`src/design/gated_constant_velocity_kalman_3d_assert.svh`:
```
// Assertion macros for the gated constant-velocity tracker.
`ifndef GATED_CONSTANT_VELOCITY_KALMAN_3D_ASSERT_SVH
`define GATED_CONSTANT_VELOCITY_KALMAN_3D_ASSERT_SVH

// Same-cycle implication, disabled during reset.
`define GCVK_ASSERT_NOW(label, clk, rst, ante, cons, msg) \
  label: assert property (@(posedge clk) disable iff (rst) (ante) |-> (cons)) else $error(msg);

// Next-cycle implication, disabled during reset.
`define GCVK_ASSERT_NEXT(label, clk, rst, ante, cons, msg) \
  label: assert property (@(posedge clk) disable iff (rst) (ante) |=> (cons)) else $error(msg);

`endif

```
`src/design/gcvk_pkg.sv`:
```
// Shared types, constants, microprogram and arithmetic helpers of the tracker.
`timescale 1ns / 1ps
package gcvk_pkg;

  localparam int FRAC_BITS = 16;
  localparam int DIV_BITS  = 32 + FRAC_BITS;
  localparam int ACC_W     = 36;

  localparam logic [2:0] REG_STEP_TIME   = 3'd0;
  localparam logic [2:0] REG_NOISE_XY    = 3'd1;
  localparam logic [2:0] REG_NOISE_Z     = 3'd2;
  localparam logic [2:0] REG_MEAS_NOISE  = 3'd3;
  localparam logic [2:0] REG_SPEED_LIMIT = 3'd4;
  localparam logic [2:0] REG_PRED_TMO    = 3'd5;
  localparam logic [2:0] REG_RESET_TMO   = 3'd6;

  localparam logic [16:0] RST_STEP_TIME   = 17'd3277;
  localparam logic [24:0] RST_NOISE_XY    = 25'd262144;
  localparam logic [24:0] RST_NOISE_Z     = 25'd65536;
  localparam logic [24:0] RST_MEAS_NOISE  = 25'd6554;
  localparam logic [24:0] RST_SPEED_LIMIT = 25'd262144;
  localparam logic [15:0] RST_PRED_TMO    = 16'd2000;
  localparam logic [15:0] RST_RESET_TMO   = 16'd3000;

  localparam logic [1:0] LAST_AXIS = 2'd2;

  typedef struct packed {
    logic               cmd;
    logic signed [31:0] meas_x;
    logic signed [31:0] meas_y;
    logic signed [31:0] meas_z;
    logic        [31:0] now_ms;
  } in_item_t;

  typedef struct packed {
    logic signed [31:0] est_pos_x;
    logic signed [31:0] est_pos_y;
    logic signed [31:0] est_pos_z;
    logic signed [31:0] est_vel_x;
    logic signed [31:0] est_vel_y;
    logic signed [31:0] est_vel_z;
  } out_item_t;

  typedef enum logic [3:0] {
    ST_IDLE, ST_DECIDE, ST_PRE, ST_PRED, ST_UPD1, ST_DIVW,
    ST_GATE, ST_UPD2, ST_ACCEPT, ST_EMIT
  } state_t;

  typedef enum logic [4:0] {
    MUL_NONE, MUL_DT_DT, MUL_MQ_DT, MUL_DT_V, MUL_DT_PV, MUL_DT2_VV, MUL_Q_DT4,
    MUL_DT_VV, MUL_Q_DT3, MUL_Q_DT2, MUL_KV_E, MUL_NV_NV, MUL_SL_SL, MUL_KP_E,
    MUL_KV_PV, MUL_KP_PV, MUL_KP_PP
  } mul_sel_t;

  typedef enum logic [4:0] {
    OP_NONE, OP_DT2, OP_DT3, OP_DT4, OP_POS_ADD, OP_ACC_PP2, OP_ACC_ADD, OP_PP_Q4,
    OP_ACC_PV, OP_PV_Q2, OP_VV_ADD, OP_KP_WR, OP_KV_WR, OP_NV_WR, OP_NORM_ADD,
    OP_NORM_CLR, OP_GATE, OP_POS_UPD, OP_VV_SUB, OP_PV_SUB, OP_PP_SUB, OP_ACCEPT,
    OP_RESET_TRK, OP_EMIT
  } acc_op_t;

  typedef struct packed {
    mul_sel_t mul;
    acc_op_t  op;
    logic     div_go;
    logic     div_pv;
  } uop_t;

  typedef struct packed {
    logic       latch;
    logic [1:0] axis;
    uop_t       uop;
  } ctrl_cmd_t;

  typedef struct packed {
    logic is_meas;
    logic tick_go;
    logic meas_reset;
    logic gate_fail;
    logic div_done;
    logic out_free;
  } dp_status_t;

  function automatic logic signed [31:0] sat32(input logic signed [64:0] x);
    if (x > 65'sh0_7FFF_FFFF) return 32'sh7FFF_FFFF;
    if (x < -65'sh0_8000_0000) return -32'sh8000_0000;
    return x[31:0];
  endfunction

  // Fixed-point product: round half up, floor shift, saturate.
  function automatic logic signed [31:0] round_q(input logic signed [63:0] p);
    logic signed [64:0] s;
    s = 65'(p) + 65'sd32768;
    return sat32(s >>> FRAC_BITS);
  endfunction

  function automatic uop_t uop_for(input state_t st, input logic [2:0] sub);
    uop_t u;
    u = '{mul: MUL_NONE, op: OP_NONE, div_go: 1'b0, div_pv: 1'b0};
    case (st)
      ST_PRE: begin
        case (sub)
          3'd0: u.mul = MUL_DT_DT;
          3'd1: begin u.op = OP_DT2; u.mul = MUL_MQ_DT; end
          3'd2: begin u.op = OP_DT3; u.mul = MUL_MQ_DT; end
          3'd3: u.op = OP_DT4;
          default: ;
        endcase
      end
      ST_PRED: begin
        case (sub)
          3'd0: u.mul = MUL_DT_V;
          3'd1: begin u.op = OP_POS_ADD; u.mul = MUL_DT_PV; end
          3'd2: begin u.op = OP_ACC_PP2; u.mul = MUL_DT2_VV; end
          3'd3: begin u.op = OP_ACC_ADD; u.mul = MUL_Q_DT4; end
          3'd4: begin u.op = OP_PP_Q4; u.mul = MUL_DT_VV; end
          3'd5: begin u.op = OP_ACC_PV; u.mul = MUL_Q_DT3; end
          3'd6: begin u.op = OP_PV_Q2; u.mul = MUL_Q_DT2; end
          default: u.op = OP_VV_ADD;
        endcase
      end
      ST_UPD1: begin
        case (sub)
          3'd0: u.div_go = 1'b1;
          3'd1: u.op = OP_KP_WR;
          3'd2: begin u.div_go = 1'b1; u.div_pv = 1'b1; end
          3'd3: u.op = OP_KV_WR;
          3'd4: u.mul = MUL_KV_E;
          3'd5: u.op = OP_NV_WR;
          3'd6: u.mul = MUL_NV_NV;
          default: u.op = OP_NORM_ADD;
        endcase
      end
      ST_GATE: begin
        case (sub)
          3'd0: u.mul = MUL_SL_SL;
          3'd1: u.op = OP_GATE;
          default: ;
        endcase
      end
      ST_UPD2: begin
        case (sub)
          3'd0: u.mul = MUL_KP_E;
          3'd1: begin u.op = OP_POS_UPD; u.mul = MUL_KV_PV; end
          3'd2: begin u.op = OP_VV_SUB; u.mul = MUL_KP_PV; end
          3'd3: begin u.op = OP_PV_SUB; u.mul = MUL_KP_PP; end
          default: u.op = OP_PP_SUB;
        endcase
      end
      default: ;
    endcase
    return u;
  endfunction

endpackage

```
`src/design/gcvk_ctrl.sv`:
```
// Tracker sequencer: walks the predict and update microprograms over the three axes.
`timescale 1ns / 1ps
module gcvk_ctrl
  import gcvk_pkg::*;
(
  input  logic       clk,
  input  logic       rst,
  input  logic       in_valid,
  output logic       in_ready,
  input  dp_status_t status,
  output ctrl_cmd_t  cmd
);

  state_t     state, state_next;
  logic [2:0] sub, sub_next;
  logic [1:0] axis, axis_next;

  always_ff @(posedge clk) begin
    if (rst) begin
      state <= ST_IDLE;
      sub   <= '0;
      axis  <= '0;
    end else begin
      state <= state_next;
      sub   <= sub_next;
      axis  <= axis_next;
    end
  end

  always_comb begin
    state_next = state;
    sub_next   = sub + 3'd1;
    axis_next  = axis;
    in_ready   = 1'b0;
    cmd.latch  = 1'b0;
    cmd.axis   = axis;
    cmd.uop    = uop_for(state, sub);
    case (state)
      ST_IDLE: begin
        in_ready  = 1'b1;
        cmd.latch = in_valid;
        sub_next  = '0;
        axis_next = '0;
        if (in_valid) state_next = ST_DECIDE;
      end
      ST_DECIDE: begin
        sub_next = '0;
        if (status.is_meas && status.meas_reset) begin
          cmd.uop.op = OP_RESET_TRK;
          state_next = ST_IDLE;
        end else if (status.is_meas) begin
          cmd.uop.op = OP_NORM_CLR;
          state_next = ST_UPD1;
        end else if (status.tick_go) begin
          state_next = ST_PRE;
        end else begin
          state_next = ST_IDLE;
        end
      end
      ST_PRE: begin
        if (sub == 3'd3) begin
          sub_next   = '0;
          state_next = ST_PRED;
        end
      end
      ST_PRED: begin
        if (sub == 3'd7) begin
          sub_next  = '0;
          axis_next = axis + 2'd1;
          if (axis == LAST_AXIS) begin
            axis_next  = '0;
            state_next = ST_EMIT;
          end
        end
      end
      ST_UPD1: begin
        if (cmd.uop.div_go) begin
          sub_next   = sub;
          state_next = ST_DIVW;
        end else if (sub == 3'd7) begin
          sub_next  = '0;
          axis_next = axis + 2'd1;
          if (axis == LAST_AXIS) begin
            axis_next  = '0;
            state_next = ST_GATE;
          end
        end
      end
      ST_DIVW: begin
        sub_next = sub;
        if (status.div_done) begin
          sub_next   = sub + 3'd1;
          state_next = ST_UPD1;
        end
      end
      ST_GATE: begin
        if (sub == 3'd2) begin
          sub_next   = '0;
          state_next = status.gate_fail ? ST_IDLE : ST_UPD2;
        end
      end
      ST_UPD2: begin
        if (sub == 3'd4) begin
          sub_next  = '0;
          axis_next = axis + 2'd1;
          if (axis == LAST_AXIS) begin
            axis_next  = '0;
            state_next = ST_ACCEPT;
          end
        end
      end
      ST_ACCEPT: begin
        cmd.uop.op = OP_ACCEPT;
        state_next = ST_IDLE;
      end
      ST_EMIT: begin
        if (status.out_free) begin
          cmd.uop.op = OP_EMIT;
          state_next = ST_IDLE;
        end
      end
      default: state_next = ST_IDLE;
    endcase
  end

endmodule

```
`config.mk`:
```
export PLATFORM = sky130hd
export DESIGN_NAME = gcvk_ctrl
export DESIGN_NICKNAME = d
export VERILOG_FILES = /design/src/design/gated_constant_velocity_kalman_3d_assert.svh /design/src/design/gcvk_pkg.sv /design/src/design/gcvk_ctrl.sv
export SDC_FILE = /design/constraint.sdc
export NUM_CORES = 1
export LEC_CHECK = 0
export ABC_AREA = 1
export BUFFER_PORTS_ARGS = -buffer_cell sky130_fd_sc_hd__buf_2
export CAP_MARGIN = 20
export CORE_UTILIZATION = 30
export CTS_CLUSTER_DIAMETER = 80
export DETAILED_ROUTE_END_ITERATION = 7
export GPL_TIMING_DRIVEN = 0
export MAX_ROUTING_LAYER = met4
export SYNTH_ARGS = -nofsm -noshare
export SYNTH_HDL_FRONTEND = slang
export SYNTH_SLANG_ARGS = --single-unit
```
`constraint.sdc`:
```
create_clock -name clk -period 4.75 [get_ports clk]
set_clock_uncertainty 0.2 [all_clocks]
set_input_delay 0.475 -clock clk [delete_from_list [all_inputs] [get_ports clk]]
set_output_delay 0.475 -clock clk [all_outputs]
set_load 0.1 [all_outputs]
```
==> results.ini <==
[sta]
setup_viol=0
rsz0062_at_grt=no
tightest_slew_ns=0.488
max_freq_mhz=336
final_max_slew_viol_count=0
period_share_pct=62.6
hold_slack_ns=0.303
finalCriticalPeriod_ns=2.97
slew_headroom_pct=67.7
hold_viol=0
setup_tns_ns=0

[die]
die_y_um=65.1
die_area_um2=4240
core_um2=3740
io_pins=25
die_w_um=65.1
rows=22
start_util_pct=31.9

[cts]
root_buffer=clkbuf_8
htree_levels=1
hold_buffers=0
cts_resized=0
cts.sinks=9
post_cts_buffers=0
cts_tree=yes
clk_pin_slew_ns=0.05
cts_buffer_depth=2
cts_made_buffers=3
clock_latency_ns=0.24

[power]
leakage_nw=0.775
vdd_ir_drop_max_v=0.000508
p_total_mw=1.09
power.density_nw_per_um2=767

[yosys]
synth_top_family_by_area=simple AND/OR/NAND/NOR gates
yosys.area_share.adder_pct=7.33
syn-instance-count=200
synth_xor_area_share_pct=0
ys_seq_area_share_pct=15.1
synth-seq-cells=9
synth.cell_area_um2=1190
syn_nets=216
synth_cell_types=29
ys_warn_count=0
synthMuxAreaShare_pct=0
syn_area_per_cell_um2=5.97
synth_compound_area_share_pct=17.2
synth-simple-area-share_pct=50.4

[critical_path]
crit_top_cell=nand3_1
worstRegToRegCells=11
r2r_start=sub[0]
reg2reg_slack_ns=2.74
critical_path_class=reg2out
worst_r2r_endpoint=state[0]
required_ns=4.07
slowest_stage=dfxtp_1
worstPathMaxFanout=8
critPathArrivalTime_ns=2.30
end_kind=primary output
crit_path_max_incr_delay_ns=0.49
crit_path_start_kind=register
crit_chain=inv_2, ha_1, inv_1, nand3_1, a21oi_1, nor3_1, nand3_1, buf_2

[grt]
grt_start_max_net_pins=11
globalRouteOverflowTotal=0
antenna_found_initial=0
first_global_vias=1250
grt.total_usage_pct=16.8
grt_use_met2_pct=27.0
grt_pass1_wl_um=5320
top_usage_layer=met2
grt_use_met1_pct=20.9
grtUsageMet3_pct=1.56

[placed_design]
placed_area_um2=1380
io_buffers=24
hpwl_um=2610
gp_congestion=0.897

[detailed_routing]
drt-initial-drc-count=101
num_vias=1339
routedWlPerCell_um=11.3
route.detailed.drc=0
routed_wl_um=3130
viasPerCell=4.85
drtAntennaViolNets=0
drtPass1Iterations=4

[finish]
layout_common_cells=nand2_1 (44), buf_2 (24), nor2_1 (23), inv_1 (22)
drive_above_1_share_pct=29.4
diodes=0
final_common_cell=nand2_1
utilization_pct=37.9
stdcell_area_um2=1420
area_growth_pct=18.8
nets=245

[outcome]
status=finished, final reports clean

[worst_hold_path]
hp-start=rst
hold_path_depth=2
min_path_type=in2reg
min_to=state[3]

[run]
cap_violations=0

## critical path, delay by kind of cell (launching register included)
family | cells | cell delay (ns)
AO/OA/AOI/OAI | 1 | 0.23
adder cells (fa/ha/maj) | 1 | 0.28
buffers and inverters | 3 | 0.73
AND/OR/NAND/NOR | 3 | 0.32
flip-flops | 1 | 0.49
## cell usage after synthesis (all sizes together)
master	count	area, um^2
a211oi	1	7.51
a21oi	11	58.8
a221oi	1	8.76
a31oi	2	12.5
dfxtp	9	180
ha	7	87.6
inv	32	120
nand2	60	285
nand3	13	75.1
nand3b	1	7.51
nand4	1	12.5
nor2	33	174
nor2b	1	6.26
nor3	7	35.0
nor4	1	6.26
o2111ai	1	8.76
o211ai	2	15.0
o21a	1	7.51
o21ai	14	70.1
o21bai	1	7.51
o221ai	1	8.76
## metal layers
metal | part of all wire (%) | up-vias
met4 | 2.3 | 0
met3 | 4.6 | 7
met1 | 48 | 592
met5 | 0 | -
met2 | 45 | 33
li1 | - | 707
## registers in the layout, summed over array words and instances (netlist names)
signal / cells
sub: 3
state: 4
axis: 2
## stage by stage
step	setup WS, ns	cells
finish	1.78	276
global route	1.65	276
CTS	1.80	276
detailed placement	2.07	272
global placement	2.05	272
floorplan	0.978	200
## area by class of cell
cell class,instances,area (um^2)
Multi-Input combinational cell,159,895
Fill cell,410,2320
Inverter,32,120
Timing Repair Buffer,24,120
Tap cell,48,60.1
Clock buffer,4,45.0
Sequential cell,9,180
## where the power goes
part           total (mW)  switching, mW  internal [mW]
Clock              0.0906         0.0319         0.0586
Sequential          0.136         0.0353          0.101
Combinational       0.862          0.668          0.194
Total                1.09          0.735          0.353
## cell families after synthesis
kind of cell / Yosys count
buf+inv: 32
compound gates: 35
simple gates: 117
flops: 9
fa+ha+maj: 7
## worst max-delay path by stage
stage                start  endpoint  slack [ns]  depth (start not counted)
global route        sub[2]    cmd[3]        1.65                          8
global placement    sub[2]    cmd[4]        2.05                          8
floorplan           sub[0]    cmd[9]        0.98                          6
CTS                 sub[2]    cmd[4]        1.80                          8
finish              sub[2]    cmd[4]        1.78                          8
detailed placement  sub[2]    cmd[4]        2.07                          8
Note: power is estimated with default switching activity, not from simulation.
